`src/rtl/core/deq_pkg.sv`:
```
// Shared constants, opcodes and the command word passed from front to back.
package deq_pkg;

    // Store geometry
    localparam int DEPTH        = 1024;
    localparam int ADDR_W       = (DEPTH > 1) ? $clog2(DEPTH) : 1;
    localparam int COUNT_W      = $clog2(DEPTH + 1);
    localparam int SUM_W        = COUNT_W + 1;

    // Fixed field widths
    localparam int OPCODE_W     = 3;
    localparam int DATA_W       = 32;
    localparam int STATUS_W     = 2;
    localparam int ITEM_COUNT_W = 11;

    // Opcodes
    localparam logic [OPCODE_W-1:0] OP_PUSH_FRONT = 3'd0;
    localparam logic [OPCODE_W-1:0] OP_PUSH_BACK  = 3'd1;
    localparam logic [OPCODE_W-1:0] OP_POP_FRONT  = 3'd2;
    localparam logic [OPCODE_W-1:0] OP_POP_BACK   = 3'd3;
    localparam logic [OPCODE_W-1:0] OP_READ_FRONT = 3'd4;
    localparam logic [OPCODE_W-1:0] OP_READ_BACK  = 3'd5;
    localparam logic [OPCODE_W-1:0] OP_CLEAR      = 3'd6;

    // Status codes
    localparam logic [STATUS_W-1:0] ST_OK    = 2'd0;
    localparam logic [STATUS_W-1:0] ST_EMPTY = 2'd1;
    localparam logic [STATUS_W-1:0] ST_FULL  = 2'd2;

    // One classified operation, ready for the store
    typedef struct packed {
        logic                           wr;
        logic                           rd;
        logic [ADDR_W-1:0]              addr;
        logic signed [DATA_W-1:0]       wdata;
        logic [STATUS_W-1:0]            status;
        logic [ITEM_COUNT_W-1:0]        count;
    } deq_cmd_t;

endpackage

```
`src/rtl/core/deq_front.sv`:
```
// Front end: accepts words, tracks head and count, emits store commands.
module deq_front (
    input  logic                                clk,
    input  logic                                rst_n,
    input  logic                                in_valid,
    output logic                                in_ready,
    input  logic [deq_pkg::OPCODE_W-1:0]        opcode,
    input  logic signed [deq_pkg::DATA_W-1:0]   push_value,
    output logic                                cmd_valid,
    input  logic                                cmd_ready,
    output deq_pkg::deq_cmd_t                   cmd
);
    import deq_pkg::*;

    logic [ADDR_W-1:0]  head_reg, head_next;
    logic [COUNT_W-1:0] count_reg, count_next;
    logic               full, empty, accept;
    logic [ADDR_W-1:0]  head_dec, head_inc, tail_addr, back_addr;
    logic [SUM_W-1:0]   back_sum, tail_sum;

    assign in_ready  = cmd_ready;
    assign cmd_valid = in_valid;
    assign accept    = in_valid && cmd_ready;

    assign full  = (count_reg == COUNT_W'(DEPTH));
    assign empty = (count_reg == '0);

    // Neighbors of the head, wrapped around the store
    assign head_dec = (head_reg == '0) ? ADDR_W'(DEPTH - 1) : head_reg - ADDR_W'(1);
    assign head_inc = (head_reg == ADDR_W'(DEPTH - 1)) ? '0 : head_reg + ADDR_W'(1);

    // Slot past the last word, and the last word itself
    always_comb
    begin
        back_sum = SUM_W'(head_reg) + SUM_W'(count_reg);
        tail_sum = back_sum - SUM_W'(1);
        if (back_sum >= SUM_W'(DEPTH))
            back_addr = ADDR_W'(back_sum - SUM_W'(DEPTH));
        else
            back_addr = ADDR_W'(back_sum);
        if (tail_sum >= SUM_W'(DEPTH))
            tail_addr = ADDR_W'(tail_sum - SUM_W'(DEPTH));
        else
            tail_addr = ADDR_W'(tail_sum);
    end

    // Classify the word and work out the new head and count
    always_comb
    begin
        head_next    = head_reg;
        count_next   = count_reg;
        cmd.wr       = 1'b0;
        cmd.rd       = 1'b0;
        cmd.addr     = head_reg;
        cmd.wdata    = push_value;
        cmd.status   = ST_OK;
        unique case (opcode)
            OP_PUSH_FRONT:
            begin
                if (full)
                    cmd.status = ST_FULL;
                else
                begin
                    cmd.wr     = 1'b1;
                    cmd.addr   = head_dec;
                    head_next  = head_dec;
                    count_next = count_reg + COUNT_W'(1);
                end
            end
            OP_PUSH_BACK:
            begin
                if (full)
                    cmd.status = ST_FULL;
                else
                begin
                    cmd.wr     = 1'b1;
                    cmd.addr   = back_addr;
                    count_next = count_reg + COUNT_W'(1);
                end
            end
            OP_POP_FRONT:
            begin
                if (empty)
                    cmd.status = ST_EMPTY;
                else
                begin
                    cmd.rd     = 1'b1;
                    head_next  = head_inc;
                    count_next = count_reg - COUNT_W'(1);
                end
            end
            OP_POP_BACK:
            begin
                if (empty)
                    cmd.status = ST_EMPTY;
                else
                begin
                    cmd.rd     = 1'b1;
                    cmd.addr   = tail_addr;
                    count_next = count_reg - COUNT_W'(1);
                end
            end
            OP_READ_FRONT:
            begin
                if (empty)
                    cmd.status = ST_EMPTY;
                else
                    cmd.rd = 1'b1;
            end
            OP_READ_BACK:
            begin
                if (empty)
                    cmd.status = ST_EMPTY;
                else
                begin
                    cmd.rd   = 1'b1;
                    cmd.addr = tail_addr;
                end
            end
            OP_CLEAR:
            begin
                head_next  = '0;
                count_next = '0;
            end
            default:
            begin
                // unused opcode: no operation
            end
        endcase
        cmd.count = ITEM_COUNT_W'(count_next);
    end

    // Advance pointer state on each accepted word
    always_ff @(posedge clk or negedge rst_n)
    begin
        if (!rst_n)
        begin
            head_reg  <= '0;
            count_reg <= '0;
        end
        else if (accept)
        begin
            head_reg  <= head_next;
            count_reg <= count_next;
        end
    end

endmodule

```
`config.mk`:
```
export PLATFORM = sky130hd
export DESIGN_NAME = deq_front
export DESIGN_NICKNAME = d
export VERILOG_FILES = /design/src/rtl/core/deq_pkg.sv /design/src/rtl/core/deq_front.sv
export SDC_FILE = /design/constraint.sdc
export NUM_CORES = 1
export LEC_CHECK = 0
export BUFFER_PORTS_ARGS = -buffer_cell sky130_fd_sc_hd__clkbuf_2
export CORE_MARGIN = 2
export CORE_UTILIZATION = 59
export CTS_CLUSTER_DIAMETER = 60
export DETAILED_ROUTE_END_ITERATION = 8
export GPL_TIMING_DRIVEN = 0
export PLACE_DENSITY = 0.86
export RECOVER_POWER = 100
export SLEW_MARGIN = 0
export SYNTH_ARGS = -nofsm -noshare
export SYNTH_HDL_FRONTEND = slang
export SYNTH_SLANG_ARGS = --single-unit
```
`constraint.sdc`:
```
create_clock -name clk -period 5.4 [get_ports clk]
set_input_delay 0.81 -clock clk [delete_from_list [all_inputs] [get_ports clk]]
set_output_delay 0.81 -clock clk [all_outputs]
set_load 0.005 [all_outputs]
```
==> flow_metrics.env, run 1 <==
export IMPL_ir_drop_v=0.000339
export IMPL_drv_slew=0
export IMPL_crit_arrival_ns=3.87
export IMPL_crit_type="reg -> out"
export IMPL_cts_sinks=21
export IMPL_viasPerCell=6.64
export IMPL_synth_fa_ha_area_share_pct=5.51
export IMPL_yosys_area_share_simple_pct=26.4
export IMPL_finalSetupViolCount=0
export IMPL_cpLargestDelayFamily="simple AND/OR/NAND/NOR gates"
export IMPL_syn_to_final_growth_pct=10.3
export IMPL_synthTopCellsByArea="dfrtp_1 (15%), buf_4 (7.6%), a21oi_1 (6.6%)"
export IMPL_top_usage_layer="met2"
export IMPL_grt_util_all_layers_pct=35.0
export IMPL_core_area_mm2=0.00585
export IMPL_layout_commonest_cell="clkbuf_1"
export IMPL_drt_iter0_markers=642
export IMPL_postCtsHoldBufs=0
export IMPL_grt_use_met2_pct=54.0
export IMPL_powerDensity_mw_per_mm2=506
export IMPL_worstMarginPinSlew_ns=1.37
export IMPL_cts_made_buffers=3
export IMPL_fin_crit_sh_pct=86.6
export IMPL_mostFrequentLayoutCells="clkbuf_1 (56), nor2_1 (49), a21oi_1 (47), o21ai_0 (46), nand2_1 (45)"
export IMPL_power_switching_w=0.00108
export IMPL_internal_power_w=0.000895
export IMPL_drc=0
export IMPL_antenna_found_initial=0
export IMPL_muxShareOfSynthArea_pct=3.14
export IMPL_dp_hpwl_mm=8.82
export IMPL_path_buf_inv=3
export IMPL_synth_cells=502
export IMPL_power_w=0.00198
export IMPL_io_pins=98
export IMPL_initial_core_util_pct=60.5
export IMPL_worstPathRequired_ns=4.59
export IMPL_status="complete, no violations"
export IMPL_io_buffers=63
export IMPL_diodes=0
export IMPL_cp_start_kind="register"
export IMPL_hold_path_class="reg -> reg"
export IMPL_antenna_left=0
export IMPL_cts_tree="done"
export IMPL_overflow=0
export IMPL_synth_cell_types=76
export IMPL_cts_setup_buffers=0
export IMPL_nNetsFinal=624
export IMPL_routed_wl_mm=11.7
export IMPL_place_congestion=1.04
export IMPL_final_hold_viol_count=0
export IMPL_synth_xor_area_share_pct=4.70
export IMPL_ys_seq_area_share_pct=14.8
export IMPL_row_count=28
export IMPL_cts_root_buf="clkbuf_8"
export IMPL_path_cells="inv_1, ha_1, or3b_2, nor3_1, clkbuf_1, nand2_1, a21oi_1, a2111oi_0, o22ai_1, clkbuf_2"
export IMPL_die_w_um=81.5
export IMPL_endpoint_kind="primary output"
export IMPL_synth_warnings=0
export IMPL_power_frac_comb_pct=78.3
export IMPL_max_freq_mhz=214
export IMPL_grt_pass1_wl_mm=18.1
export IMPL_cp_max_fo=10
export IMPL_synth_edf_count=0
export IMPL_p_leak_nw=1.60
export IMPL_htreeDepth=1
export IMPL_fin_crit_ns=4.68
export IMPL_p_seq_share_pct=15.7
export IMPL_synth_top_area_cell="dfrtp_1"
export IMPL_vias=4279
export IMPL_totalNegativeSetupSlack_ns=0
export IMPL_ys_seq_elements=21
export IMPL_clk_path_buf_depth=2
export IMPL_first_global_vias=3823
export IMPL_cp_slowest_cell="nor3_1"
export IMPL_drive_above_1_share_pct=19.3
export IMPL_synth_area_mm2=0.00354
export IMPL_cts_repair_resized=0
export IMPL_ys_flop_type="dfrtp_1"
export IMPL_use_met1_pct=46.8
export IMPL_grt_use_met3_pct=6.15
export IMPL_pre_cts_ws_ns=1.50
export IMPL_syn_num_nets=556
export IMPL_wl_per_cell_um=18.2
export IMPL_synth_top_family_by_area="compound AO/OA/AOI/OAI gates"
export IMPL_clk_latency_ns=0.28
export IMPL_setup_ws_ns=0.723
export IMPL_rsz0062_at_grt="no"
export IMPL_max_cap_viol_count=0
export IMPL_async_reset_ff_share_pct=100
export IMPL_clk_pin_slew_ns=0.09
export IMPL_slowest_delay_ns=0.89
export IMPL_skew_ns=0.00818
export IMPL_firstDrtPassIters=6
export IMPL_slew_limit_headroom_pct=8.99
export IMPL_largest_reg_flops=11
export IMPL_power_frac_clock_pct=6.0
export IMPL_grt_max_degree=22
export IMPL_synth_top_cell_area_share_pct=14.8
export IMPL_die_y_um=81.5
export IMPL_synth_compound_area_share_pct=31.7
export IMPL_syn_avg_cell_area_um2=7.06
export IMPL_p_sw_share_pct=54.8
export IMPL_die_area_mm2=0.00664
-- final cells by class --
| class | count | area (µm²) |
|---|---|---|
| plain buffers | 71 | 428 |
| clock buffers | 3 | 41.3 |
| clock inverters | 1 | 5.00 |
| fillers | 534 | 1940 |
| inverters | 13 | 48.8 |
| multi-input cells | 397 | 2490 |
| flip-flops and latches | 21 | 526 |
| well taps | 75 | 93.8 |
| repair buffers | 63 | 280 |
-- power by group through the flow --
| stage | Combinational [W] | Sequential [W] | Clock (W) |
|---|---|---|---|
| after floorplan | 0.00117 | 0.000269 | 0 |
| after global placement | 0.00147 | 0.000306 | 0 |
| after detailed placement | 0.00151 | 0.000309 | 0 |
| after CTS | 0.00153 | 0.000306 | 0.000115 |
| after global routing | 0.00169 | 0.000312 | 0.000124 |
| final | 0.00155 | 0.000311 | 0.000118 |
-- metal layers --
| layer | vias up | wire, µm |
|---|---|---|
| li1 | 1957 | - |
| met1 | 1921 | 4530 |
| met2 | 339 | 5140 |
| met3 | 62 | 1480 |
| met4 | 0 | 574 |
| met5 | - | 0 |
-- synthesized netlist by cell type (all sizes together) (3+ instances only) --
library cell,instances
clkbuf,26
nand4,4
xor2,8
or3b,5
mux2,9
a211oi,4
buf,45
nor4,5
or2,3
nand2,46
a21o,3
o211ai,6
nor4b,4
xnor2,11
nor3,18
a32oi,3
inv,12
o21ai,48
ha,14
nor2b,3
o221ai,7
nand2b,5
o22ai,6
nor2,49
o31ai,3
a221oi,5
a31oi,11
nor3b,3
dfrtp,21
a22oi,3
and3,5
or3,4
a31o,3
nand3,19
a21oi,47
-- worst reg2reg max path: cells and delay by family (launching register included) --
family          cells  cell delay [ns]
flops               1             0.52
simple gates        2             1.41
compound gates      3             0.93
buf+inv             2             0.67
fa+ha+maj           1             0.29
-- metrics by stage --
stage	cells	util (%)	hold slack, ns	instance area (µm²)
finish	644	66.8	0.671	3910
global route	644	66.8	0.715	3910
CTS	644	68.3	0.545	4000
detailed placement	640	67.5	0.664	3950
global placement	640	67.5	0.629	3950
floorplan	502	-	0.514	3540
-- cell families (layout without fill, tap and decap cells) --
logic type,after synthesis,in the layout
buffers and inverters,84,151
XOR/XNOR,19,19
AO/OA/AOI/OAI,173,173
adder cells (fa/ha/maj),15,15
AND/OR/NAND/NOR,180,180
flip-flops,21,21
multiplexers,10,10
-- worst paths after layout --
check                              startpoint             to  slack, ns  depth (start not counted)
worst max register to register   count_reg[1]    head_reg[4]       1.40                          8
worst max-delay path             count_reg[1]        cmd[51]       0.72                         10
max in group asynchronous               rst_n   count_reg[7]       3.78                          1
min in group asynchronous               rst_n    head_reg[2]       0.81                          1
worst min register to register  count_reg[10]  count_reg[10]       0.67                          2
worst min-delay path            count_reg[10]  count_reg[10]       0.67                          2
(Power assumes the default switching activity.)
==> inputs of run 2 (changes only) <==
--- a/config.mk
+++ b/config.mk
@@ -6,12 +6,13 @@
 export NUM_CORES = 1
 export LEC_CHECK = 0
 export BUFFER_PORTS_ARGS = -buffer_cell sky130_fd_sc_hd__clkbuf_2
+export CORE_ASPECT_RATIO = 0.75
 export CORE_MARGIN = 2
-export CORE_UTILIZATION = 59
+export CORE_UTILIZATION = 55
 export CTS_CLUSTER_DIAMETER = 60
 export DETAILED_ROUTE_END_ITERATION = 8
 export GPL_TIMING_DRIVEN = 0
-export PLACE_DENSITY = 0.86
+export PLACE_DENSITY = 0.8
 export RECOVER_POWER = 100
 export SLEW_MARGIN = 0
 export SYNTH_ARGS = -nofsm -noshare
==> constraint.sdc (replaced) <==
create_clock -name clk -period 5.4 [get_ports clk]
set_input_delay 0.81 -clock clk [delete_from_list [all_inputs] [get_ports clk]]
set_output_delay 0.81 -clock clk [all_outputs]
set_load 0.02 [all_outputs]
==> flow_metrics.env, run 2 (synthesis results as in run 1) <==
export IMPL_clk_path_buf_depth=2
export IMPL_firstDrtPassIters=6
export IMPL_worstPathRequired_ns=4.59
export IMPL_die_y_um=73.5
export IMPL_endpoint_kind="primary output"
export IMPL_layout_commonest_cell="clkbuf_1"
export IMPL_row_count=25
export IMPL_overflow=0
export IMPL_dp_hpwl_mm=9.58
export IMPL_fin_crit_sh_pct=90.1
export IMPL_status="complete, no violations"
export IMPL_wl_per_cell_um=19.3
export IMPL_syn_to_final_growth_pct=10.1
export IMPL_largest_reg_flops=11
export IMPL_cp_start_kind="register"
export IMPL_max_freq_mhz=206
export IMPL_cts_root_buf="clkbuf_8"
export IMPL_viasPerCell=6.55
export IMPL_die_area_mm2=0.00710
export IMPL_htreeDepth=1
export IMPL_nNetsFinal=624
export IMPL_initial_core_util_pct=56.6
export IMPL_rsz0062_at_grt="no"
export IMPL_setup_ws_ns=0.535
export IMPL_grt_util_all_layers_pct=34.5
export IMPL_postCtsHoldBufs=0
export IMPL_io_buffers=63
export IMPL_final_hold_viol_count=0
export IMPL_p_leak_nw=1.52
export IMPL_powerDensity_mw_per_mm2=536
export IMPL_cts_setup_buffers=0
export IMPL_grt_max_degree=22
export IMPL_cts_repair_resized=0
export IMPL_clk_pin_slew_ns=0.09
export IMPL_cp_max_fo=10
export IMPL_rrSetupSlack_ns=1.48
export IMPL_cts_sinks=21
export IMPL_slew_limit_headroom_pct=6.07
export IMPL_cts_tree="done"
export IMPL_layoutNonFillerInstCount=650
export IMPL_totalNegativeSetupSlack_ns=0
export IMPL_place_congestion=0.992
export IMPL_drv_slew=0
export IMPL_finalSetupViolCount=0
export IMPL_diodes=0
export IMPL_crit_arrival_ns=4.05
export IMPL_io_pins=98
export IMPL_routed_wl_mm=12.5
export IMPL_fillCellCount=644
export IMPL_skew_ns=0.00506
export IMPL_core_area_mm2=0.00626
export IMPL_vias=4259
export IMPL_multi_input_area_mm2=0.00250
export IMPL_drive_above_1_share_pct=14.6
export IMPL_pre_cts_ws_ns=1.40
export IMPL_clk_latency_ns=0.28
export IMPL_place_inst=646
export IMPL_crit_type="reg -> out"
export IMPL_drc=0
export IMPL_grt_pass1_wl_mm=19.6
export IMPL_antenna_found_initial=0
export IMPL_worstMarginPinSlew_ns=1.41
export IMPL_mostFrequentLayoutCells="clkbuf_1 (85), nor2_1 (49), a21oi_1 (47), nand2_1 (45), o21ai_0 (45)"
export IMPL_drt_iter0_markers=640
export IMPL_cts_made_buffers=3
export IMPL_hold_path_class="reg -> reg"
export IMPL_max_cap_viol_count=0
export IMPL_fin_crit_ns=4.86
export IMPL_ir_drop_v=0.000256
export IMPL_seq_area_um2=526
export IMPL_die_w_um=96.7
export IMPL_antenna_left=0
export IMPL_first_global_vias=3751
## run 2: metrics by stage
step                      hold slack (ns)  power, W  cell area, µm²  utilization [%]
after floorplan                     0.514   0.00154            3540                -
after global placement              0.652   0.00192            3960             63.3
after detailed placement            0.668   0.00194            3960             63.3
after CTS                           0.550   0.00207            4010             64.0
after global routing                0.719   0.00225            3900             62.4
final                               0.689   0.00209            3900             62.4
## run 2: worst paths after layout
| path | cells after the start | from | to |
|---|---|---|---|
| max | 10 | count_reg[0] | cmd[51] |
| max in group asynchronous | 1 | rst_n | count_reg[1] |
| min reg2reg | 2 | count_reg[10] | count_reg[10] |
| min in group asynchronous | 1 | rst_n | count_reg[7] |
| max reg2reg | 7 | count_reg[0] | head_reg[4] |
| min | 2 | count_reg[10] | count_reg[10] |
## run 2: final cells by class
cell class                 count  share of cell area (%)
timing repair buffer          63                    6.22
inverter                      13                    1.25
multi-input combinational    397                    64.1
sequential                    21                    13.5
clock buffer                   3                    1.06
tap                           81                    2.60
clock inverter                 1                   0.128
buffer                        71                    11.2
## run 2: critical path: stages, from the launching register on
cell and delay (ns):
dfrtp_1 0.51, inv_1 0.21, ha_1 0.32, or3b_2 0.52, nor3_1 0.99, buf_2 0.40, nand2_1 0.08, a21oi_1 0.15
a2111oi_0 0.08, o22ai_1 0.24, clkbuf_1 0.27
## run 2: layer usage
metal / global-route usage [%] / part of all wire, % / vias up
li1: - / - / 1961
met1: 50.8 / 44 / 1968
met2: 51.5 / 41 / 291
met3: 7.52 / 12 / 39
met4: 8.61 / 2.5 / 0
met5: 0 / 0 / -
## run 2: power breakdown
part	total (W)	internal, W	leakage, nW	switching (W)
clock network	0.000117	0.0000519	0.0255	0.0000652
registers	0.000314	0.000215	0.267	0.0000999
logic	0.00166	0.000622	1.23	0.00104
