<file path="config.mk">
export PLATFORM = sky130hd
export DESIGN_NAME = deq_cmd_queue
export DESIGN_NICKNAME = d
export VERILOG_FILES = /design/src/rtl/core/deq_pkg.sv /design/src/rtl/core/deq_cmd_queue.sv
export SDC_FILE = /design/constraint.sdc
export NUM_CORES = 1
export LEC_CHECK = 0
export BUFFER_PORTS_ARGS = -buffer_cell sky130_fd_sc_hd__buf_2
export CAP_MARGIN = 25
export CORE_AREA = 2 2 95 97
export DETAILED_ROUTE_END_ITERATION = 8
export DIE_AREA = 0 0 97 99
export MAX_ROUTING_LAYER = met4
export PLACE_DENSITY = 0.78
export SYNTH_ARGS = -nofsm -noshare
export SYNTH_HDL_FRONTEND = slang
export SYNTH_SLANG_ARGS = --single-unit
</file>
<file path="constraint.sdc">
create_clock -name clk -period 4.2 [get_ports clk]
set_input_delay 0.63 -clock clk [delete_from_list [all_inputs] [get_ports clk]]
set_output_delay 0.63 -clock clk [all_outputs]
set_load 0.02 [all_outputs]
</file>
<file path="src/rtl/core/deq_pkg.sv">
// Shared constants, opcodes and the command word passed from front to back.
package deq_pkg;

    // Store geometry
    localparam int DEPTH        = 1024;
    localparam int ADDR_W       = (DEPTH > 1) ? $clog2(DEPTH) : 1;
    localparam int COUNT_W      = $clog2(DEPTH + 1);
    localparam int SUM_W        = COUNT_W + 1;

    // Fixed field widths
    localparam int OPCODE_W     = 3;
    localparam int DATA_W       = 32;
    localparam int STATUS_W     = 2;
    localparam int ITEM_COUNT_W = 11;

    // Opcodes
    localparam logic [OPCODE_W-1:0] OP_PUSH_FRONT = 3'd0;
    localparam logic [OPCODE_W-1:0] OP_PUSH_BACK  = 3'd1;
    localparam logic [OPCODE_W-1:0] OP_POP_FRONT  = 3'd2;
    localparam logic [OPCODE_W-1:0] OP_POP_BACK   = 3'd3;
    localparam logic [OPCODE_W-1:0] OP_READ_FRONT = 3'd4;
    localparam logic [OPCODE_W-1:0] OP_READ_BACK  = 3'd5;
    localparam logic [OPCODE_W-1:0] OP_CLEAR      = 3'd6;

    // Status codes
    localparam logic [STATUS_W-1:0] ST_OK    = 2'd0;
    localparam logic [STATUS_W-1:0] ST_EMPTY = 2'd1;
    localparam logic [STATUS_W-1:0] ST_FULL  = 2'd2;

    // One classified operation, ready for the store
    typedef struct packed {
        logic                           wr;
        logic                           rd;
        logic [ADDR_W-1:0]              addr;
        logic signed [DATA_W-1:0]       wdata;
        logic [STATUS_W-1:0]            status;
        logic [ITEM_COUNT_W-1:0]        count;
    } deq_cmd_t;

endpackage

</file>
<file path="src/rtl/core/deq_cmd_queue.sv">
// Two-entry command queue between the front end and the store.
module deq_cmd_queue (
    input  logic                clk,
    input  logic                rst_n,
    input  logic                wr_valid,
    output logic                wr_ready,
    input  deq_pkg::deq_cmd_t   wr_cmd,
    output logic                rd_valid,
    input  logic                rd_ready,
    output deq_pkg::deq_cmd_t   rd_cmd
);
    import deq_pkg::*;

    deq_cmd_t    slot_reg [2];
    logic        wr_ptr_reg, wr_ptr_next;
    logic        rd_ptr_reg, rd_ptr_next;
    logic [1:0]  fill_reg, fill_next;
    logic        do_wr, do_rd;

    assign wr_ready = (fill_reg != 2'd2);
    assign rd_valid = (fill_reg != 2'd0);
    assign rd_cmd   = slot_reg[rd_ptr_reg];
    assign do_wr    = wr_valid && wr_ready;
    assign do_rd    = rd_valid && rd_ready;

    // Move pointers and fill level
    always_comb
    begin
        wr_ptr_next = do_wr ? ~wr_ptr_reg : wr_ptr_reg;
        rd_ptr_next = do_rd ? ~rd_ptr_reg : rd_ptr_reg;
        fill_next   = fill_reg;
        if (do_wr && !do_rd)
            fill_next = fill_reg + 2'd1;
        else if (do_rd && !do_wr)
            fill_next = fill_reg - 2'd1;
    end

    always_ff @(posedge clk or negedge rst_n)
    begin
        if (!rst_n)
        begin
            wr_ptr_reg <= 1'b0;
            rd_ptr_reg <= 1'b0;
            fill_reg   <= 2'd0;
        end
        else
        begin
            wr_ptr_reg <= wr_ptr_next;
            rd_ptr_reg <= rd_ptr_next;
            fill_reg   <= fill_next;
        end
    end

    // Hold queued commands
    always_ff @(posedge clk)
    begin
        if (do_wr)
            slot_reg[wr_ptr_reg] <= wr_cmd;
    end

endmodule

</file>
==> results.toml, run 1 <==
[floorplan]
fp-row-count = 34
core-area_um2 = 8551
start_util = 0.5126
die_y_um = 99
io-pin-count = 120
die_width_um = 97
die_area_um2 = 9603

[global_route]
antenna_found_initial = 0
grt_max_degree = 37
grt_pass1_wl_um = 11780
grt_pass1_vias = 2428
grt-ovfl-total = 0
track_usage = 0.1678

[clock_tree]
clk_path_buf_depth = 2
cts_max_level = 4
clkTransAtPathRegs_ns = 0.05
clockRootBuffer = "clkbuf_8"
cts.sinks = 118
cts_made_buffers = 17
cts_tree = "built"
postCtsSetupBuffers = 0
cts_resized = 0
insertion_delay_ns = 0.49

[routing]
drcViolationCount = 0
routed_via_density = 4.974
drt-pass1-iter-count = 4
drt_iter0_drc = 115
num_vias = 2253
postRouteAntennaNets = 0
wl_um = 7500
wire_per_inst_um = 16.56

[synthesis]
seq_area_frac_synth = 0.8039
syn_area_per_cell_um2 = 22.48
syn_nets = 257
synth.distinct_cells = 15
yosysTopAreaCell = "edfxtp_1"
yosysTopAreaCellShare = 0.7810
netlist_area_um2 = 4383
yosys_register_bits = 118
yosys_warnings = 0
netlist_top_cells_area = "edfxtp_1 78%, mux2_2 9.5%, mux2_4 6.9%, dfrtp_1 2.3%, buf_6 0.77%"
syn_inst = 195

[outcome]
status = "finished clean"

[final_layout]
n_fill_cell = 579
drive_gt1_frac = 0.6087
layout_common_cells = "119 x buf_2, 114 x edfxtp_1, 37 x mux2_2"
largest_reg_flops = 114
seq_area_um2 = 3525
fin_nets = 395
syn_to_final_growth_pct = 29.57
multi_input_area_um2 = 815.8
fin_util = 0.6642
diodes = 0
mostFrequentLayoutCell = "buf_2"

[setup_path]
cp_max_fo = 28
rrSetupSlack_ns = 2.08
cp.required_ns = 3.57
worst-setup-path-type = "reg2out"
critPathCaptureType = "output port"
critPathLaunchType = "flip-flop"
timing.rr.start = "fill_reg[0]"
reg2reg_to = "slot_reg[1][55]"
r2r_cells = 3
cp.arrival_ns = 2.21

[timing]
max_freq_mhz = 352.1
rsz0062_at_grt = "false"
slew_violations = 0
layout_setup_ws_ns = 1.360
fin_crit_sh = 0.6763
fin_skew_ns = 0.01369
fin_crit_ns = 2.840
tightestPinTransition_ns = 0.8329
maxSlewHeadroom = 0.4447
timing_hold_violations_final = 0
setup_tns_ns = 0
setup_viol = 0

[min_path]
holdPathEnd = "slot_reg[0][31]"
min_path_cells = 1
hold_path.class = "in2reg"
worstHoldStart = "wr_cmd[31]"

[placed_design]
place_congestion = 0.6840
port_buffers = 119
pre_cts_ws_ns = 1.857
hpwlAfterDp_um = 4923

[power]
peakVddDrop_uv = 439.1
power_uw = 4392
power-per-cell-area_nw_per_um2 = 773.4
leakagePower_uw = 0.002228

[flow_run]
max_cap_viol_count = 0
==> worst max-delay path by stage <==
stage / slack, ns / to / depth (start not counted) / from
CTS: 1.31 / rd_cmd[7] / 3 / rd_ptr_reg
global route: 1.23 / rd_cmd[7] / 3 / rd_ptr_reg
detailed placement: 1.86 / rd_cmd[6] / 3 / rd_ptr_reg
floorplan: 0.54 / slot_reg[0][0] / 3 / fill_reg[0]
finish: 1.36 / rd_cmd[7] / 3 / rd_ptr_reg
global placement: 1.86 / rd_cmd[1] / 3 / rd_ptr_reg
==> power breakdown <==
part / switching, uW / internal (uW) / total [uW]
clock: 456 / 884 / 1340
combinational: 751 / 561 / 1310
sequential: 126 / 1610 / 1740
==> stage by stage <==
step / instances / hold WS, ns / cell area [um^2]
after detailed placement: 421 / 0.4390 / 5112
after floorplan: 195 / 0.3344 / 4383
after CTS: 453 / 0.2979 / 5679
after global routing: 453 / 0.2935 / 5679
final: 453 / 0.3205 / 5679
after global placement: 421 / 0.4407 / 5112
==> per-layer routing <==
layer	wire, um	global-route usage
met5	0	-
met4	101	0.07476
met3	536	0.06525
met2	3708	0.2559
met1	3154	0.1998
==> synthesized netlist by cell type <==
cell / number
ha_1: 1
buf_2: 3
nor2_1: 2
dfrtp_1: 4
mux2_4: 20
buf_6: 3
nand2_1: 2
inv_1: 1
nand2b_1: 1
xnor2_1: 3
and3_1: 1
or2_2: 1
xor2_1: 2
mux2_2: 37
edfxtp_1: 114
==> critical path, cell delays in order, from the launching register on <==
cell,delay [ns]
dfrtp_2,0.79
buf_4,0.39
mux2_2,0.38
buf_2,0.16
==> repair_timing <==
action	4_1_cts	5_1_grt
endpoints found under the setup margin	0	0
hold endpoints to repair	4	0
hold buffers	1	0
==> cell families after synthesis <==
family,after synthesis,synth area share
simple gates,7,0.007712
flops,118,0.8039
buf+inv,7,0.01199
fa+ha+maj,1,0.002854
mux,57,0.1636
xor+xnor,5,0.009993
==> final cells by class <==
class,instances,share of cell area
Tap cell,108,0.02379
Clock inverter,13,0.02445
Multi-Input combinational cell,70,0.1436
Inverter,1,0.0006609
Sequential cell,118,0.6206
Timing Repair Buffer,125,0.1132
Clock buffer,18,0.07358
No activity file was read; power rests on OpenSTA's default activity.
==> run 2: changes to the inputs <==
- ABC_AREA: unset -> 1
- CORE_AREA: 2 2 95 97 -> 2 2 100 102
- DIE_AREA: 0 0 97 99 -> 0 0 102 104
- PLACE_DENSITY: 0.78 -> 0.74
- clock period: 4.2 -> 2.6 ns (I/O delays scaled with it)
==> run 2 against run 1 <==
  * Wire length increased by 8.7%
  * Setup slack got worse by 0.93 ns
  * Register-to-register slack got worse by 1.1 ns
  * Flip-flop and latch count unchanged
  * Final cell count increased by 33%
  * Clock power increased by 41%
  * Combinational power increased by 78%
  * Non-clock buffer count increased by 1
  * Critical path depth increased by 2
  * Utilization decreased by 7.6 points
  * Via count increased by 21%
  * Critical path type unchanged
==> results.toml, run 2 <==
[outcome]
status = "finished clean"

[final_layout]
layout_common_cells = "181 x nand2_1, 119 x buf_2, 114 x edfxtp_1"
fin_util = 0.5882
stdcell_count = 604
mostFrequentLayoutCell = "nand2_1"
drive_gt1_frac = 0.3291
diodes = 0
syn_to_final_growth_pct = 28.29
largest_reg_flops = 114
fin_nets = 521

[synthesis]
synth.distinct_cells = 14
yosys_register_bits = 118
netlist_top_cells_area = "edfxtp_1 78%, nand2_1 16%, dfrtp_1 2.3%, buf_6 1.0%, buf_2 0.80%"
synth_edf_count = 114
syn_inst = 327
yosysTopAreaCell = "edfxtp_1"
syn_area_per_cell_um2 = 13.39
netlist_area_um2 = 4378
synth_most_common_cell = "nand2_1"
async_reset_ff_frac = 0.03390
yosysTopAreaCellShare = 0.7819
yosys-top-cells-count = "181 x nand2_1, 114 x edfxtp_1, 7 x buf_2"
seq_area_frac_synth = 0.8048
synth_top_flop_cell = "edfxtp_1"
yosys_warnings = 0
syn_nets = 389

[setup_path]
cp.arrival_ns = 1.78
crit_slowest_cell = "dfrtp_2"
worst-path-buf-inv = 3
crit_family = "buffers and inverters"
cp.required_ns = 2.21
critPathLaunchType = "flip-flop"
critPathCaptureType = "output port"
r2r_cells = 5
worstPathCellList = "inv_2 -> buf_12 -> nand2_1 -> nand2_1 -> buf_2"
worstSetupPathDepth = 5
slowest_delay_ns = 0.41
crit_top_cell = "nand2_1"
cp_max_fo = 38
worst-setup-path-type = "reg2out"

[power]
power_frac_comb = 0.336
power-per-cell-area_nw_per_um2 = 1236
p_switching_uw = 2521
power_frac_seq = 0.392
power_uw = 6940
p_int_uw = 4418
peakVddDrop_uv = 635.3
pwr-share-clk = 0.272
leakagePower_uw = 0.002443
netSwitchingFraction = 0.3633

[global_route]
antenna_found_initial = 0
grt_max_degree = 59
grt_pass1_wl_um = 12920
grt_pass1_vias = 2761
track_usage = 0.1684
grt-ovfl-total = 0

[placed_design]
pre_cts_ws_ns = 0.9198
port_buffers = 119
dp.cells = 572
place_congestion = 0.7814
hpwlAfterDp_um = 5142

[min_path]
hold_path.class = "in2reg"
min_path_cells = 1

[clock_tree]
cts_max_level = 4
insertion_delay_ns = 0.50
cts_resized = 0
cts_made_buffers = 17
cts_tree = "built"
clkTransAtPathRegs_ns = 0.05
clk_path_buf_depth = 2
clockRootBuffer = "clkbuf_8"
postCtsSetupBuffers = 0
cts.sinks = 118

[floorplan]
io-pin-count = 120
die_width_um = 102
start_util = 0.4585
die_y_um = 104
core-area_um2 = 9549
die_area_um2 = 10610
fp-row-count = 36

[timing]
fin_crit_sh = 0.8346
holdWs_ns = 0.07749
max_freq_mhz = 460.8
slew_violations = 0
fin_skew_ns = 0.006900
timing_hold_violations_final = 0
fin_crit_ns = 2.170
layout_setup_ws_ns = 0.4300
setup_viol = 0
rsz0062_at_grt = "false"
maxSlewHeadroom = 0.6077
tightestPinTransition_ns = 0.5884

[routing]
wl_um = 8150
drcViolationCount = 0
routed_via_density = 4.531
num_vias = 2737
drt_iter0_drc = 114
postRouteAntennaNets = 0
wire_per_inst_um = 13.49
drt-pass1-iter-count = 4

[flow_run]
max_cap_viol_count = 0
==> run 2: area by class of cell <==
cell class | count | area [um^2]
clock buffer | 20 | 425.4
clock inverter | 11 | 62.56
fill | 792 | 3933
inverter | 7 | 26.28
multi-input combinational | 189 | 748.2
sequential | 118 | 3525
tap | 133 | 166.4
timing repair buffer | 126 | 663.1
==> run 2: what timing repair did <==
action | in CTS | in global routing
endpoints found under the setup margin | 0 | 0
hold buffers | 1 | 0
hold endpoints to repair | 4 | 0
==> run 2: routing by layer <==
layer  up-vias  global-route usage  routed length, um
met5         -                   -                  0
met4         0             0.06571                 78
met3        10             0.05040                509
met2        96              0.2805               4306
met1      1270              0.1890               3255
li1       1361                   -                  -
==> run 2: path summary, 6_finish.rpt <==
kind                                   from              end  slack (ns)
worst min register to register  fill_reg[0]      fill_reg[0]        0.50
worst max-delay path             rd_ptr_reg       rd_cmd[33]        0.43
worst min-delay path             wr_cmd[10]  slot_reg[1][10]        0.08
min in group asynchronous             rst_n      fill_reg[1]        0.24
max in group asynchronous             rst_n       rd_ptr_reg        2.22
worst max register to register  fill_reg[0]  slot_reg[1][17]        0.95
==> run 2: stage by stage <==
stage | TNS, ns | area [um^2]
after floorplan | -10.21 | 4383
after global placement | 0 | 5119
after detailed placement | 0 | 5119
after CTS | 0 | 5617
after global routing | 0 | 5617
final | 0 | 5617
==> run 2: cells by family after synthesis <==
group	after synthesis	share of synthesized area
xor gates and xnor gates	2	0.004002
buffers and inverters	20	0.02772
and+or+nand+nor	186	0.1606
DFF	118	0.8048
adders and majority gates	1	0.002858
==> run 2: power groups by stage <==
stage	sequential (uW)	combinational (uW)	clock, uW
3_5_place_dp	2760	2380	0
5_1_grt	2750	2590	2020
6_report	2720	2330	1890
4_1_cts	2720	2390	1930
2_1_floorplan	2740	1620	0
3_3_place_gp	2740	2350	0
==> run 3: changes to the inputs <==
- ABC_AREA: 1 -> 0
- clock period: 2.6 -> 1.9 ns (I/O delays scaled with it)
==> run 3 against run 2 <==
  * The run now ends with negative setup slack left
  * First-iteration DRC count grew 7.9%
  * Setup slack got worse by 0.49 ns
  * Combinational power increased by 52%
  * Largest cell class unchanged
  * Worst hold slack gained 0.025 ns
  * Die area unchanged
  * Register-to-register slack got worse by 0.60 ns
  * Non-clock buffer count up 60
  * Sequential power rose by 38%
==> results.toml, run 3 (synthesized netlist as in run 1, its figures left out) <==
[setup_path]
cp_max_fo = 21
critPathLaunch = "rd_ptr_reg"
crit_end = "rd_cmd[53]"
worst-setup-path-type = "reg2out"
r2r_cells = 6
critPathLaunchType = "flip-flop"
critPathCaptureType = "output port"
reg2reg_to = "fill_reg[1]"
cp.required_ns = 1.62
rrSetupSlack_ns = 0.35
cp.arrival_ns = 1.68
timing.rr.start = "fill_reg[0]"

[timing]
fin_skew_ns = 0.007743
maxSlewHeadroom = 0.7782
fin_crit_sh = 1.033
layout_setup_ws_ns = -0.06333
timing_hold_violations_final = 0
slew_violations = 0
setup_viol = 29
fin_crit_ns = 1.963
holdWs_ns = 0.1026
tightestPinTransition_ns = 0.3326
rsz0062_at_grt = "true"
max_freq_mhz = 509.3

[floorplan]
io-pin-count = 120
die_y_um = 104
die_width_um = 102
die_area_um2 = 10610
fp-row-count = 36
core-area_um2 = 9549
start_util = 0.4590

[clock_tree]
clk_path_buf_depth = 2
cts_made_buffers = 17
insertion_delay_ns = 0.49
clkTransAtPathRegs_ns = 0.05
cts_tree = "built"
clockRootBuffer = "clkbuf_8"
cts_max_level = 4
cts.sinks = 118

[flow_run]
max_cap_viol_count = 0

[global_route]
grt_max_degree = 37
grt_pass1_vias = 2632
grt_pass1_wl_um = 12720
grt-ovfl-total = 0
antenna_found_initial = 0
track_usage = 0.1652

[power]
power_uw = 10590
peakVddDrop_uv = 913.2
power-per-cell-area_nw_per_um2 = 1617
leakagePower_uw = 0.002588

[placed_design]
port_buffers = 119
dp.cells = 448
hpwlAfterDp_um = 4805
place_congestion = 0.6863
placed_area_um2 = 5224

[final_layout]
multi_input_area_um2 = 845.8
largest_reg_flops = 114
mostFrequentLayoutCell = "edfxtp_1"
stdcell_count = 539
syn_to_final_growth_pct = 49.47
drive_gt1_frac = 0.5320
seq_area_um2 = 3525
layout_common_cells = "114 x edfxtp_1, 101 x buf_2, 58 x dlygate4sd3_1"
finish.instance_area_um2 = 6551
n_fill_cell = 640
fin_util = 0.6861
diodes = 0
fin_nets = 456

[routing]
drcViolationCount = 0
num_vias = 2457
drt-pass1-iter-count = 4
wire_per_inst_um = 15.50
routed_via_density = 4.558
postRouteAntennaNets = 0
drt_iter0_drc = 123
wl_um = 8354

[outcome]
status = "complete, but fails checks"
violations = "negative setup slack"

[min_path]
hold_path.class = "in2reg"
-- run 3: stage by stage --
step	setup WS [ns]	TNS, ns
2_1_floorplan	-0.01989	-1.134
3_5_place_dp	0.2856	0
5_1_grt	-0.1367	-4.920
4_1_cts	-0.08988	-2.756
6_report	-0.06333	-0.6870
3_3_place_gp	0.2931	0
-- run 3: layout make-up --
type                            instances  area share
Sequential cell                       118      0.5380
Timing Repair Buffer                  186      0.2141
Multi-Input combinational cell         70      0.1291
Clock buffer                           21     0.06551
Clock inverter                         10     0.02731
Tap cell                              133     0.02540
Inverter                                1   0.0005730
-- run 3: critical path: stages, from the launching register on --
cell and delay, ns:
dfrtp_2 0.45, buf_12 0.21, mux2_2 0.37, buf_4 0.16
-- run 3: metal layers --
layer | up-vias | GRT usage | share of wire | routed length [um]
met5 | - | - | 0 | 0
met4 | 0 | 0.06571 | 0.011 | 90
met3 | 13 | 0.04234 | 0.041 | 342
met2 | 77 | 0.2768 | 0.53 | 4432
met1 | 1197 | 0.1882 | 0.42 | 3489
li1 | 1170 | - | - | -
-- run 3: power by group --
group	switching [uW]	internal [uW]
clock network	1040	2240
registers	193	3570
logic	1860	1690
-- run 3: worst min-delay path by stage --
stage,slack [ns],startpoint,cells past startpoint,endpoint
6_report,0.10,rd_ready,3,rd_ptr_reg
2_1_floorplan,-0.01,rst_n,0,fill_reg[0]
3_5_place_dp,0.1,rst_n,1,fill_reg[0]
5_1_grt,0.10,rd_ready,3,rd_ptr_reg
3_3_place_gp,0.1,rst_n,1,fill_reg[0]
4_1_cts,0.08,rd_ready,3,rd_ptr_reg
-- run 3: what timing repair did --
action | in CTS | in global routing
resized for setup | 12 | 27
setup buffers | 2 | 0
setup endpoints to repair | 52 | 57
hold endpoints to repair | 118 | 0
hold buffers | 58 | 0
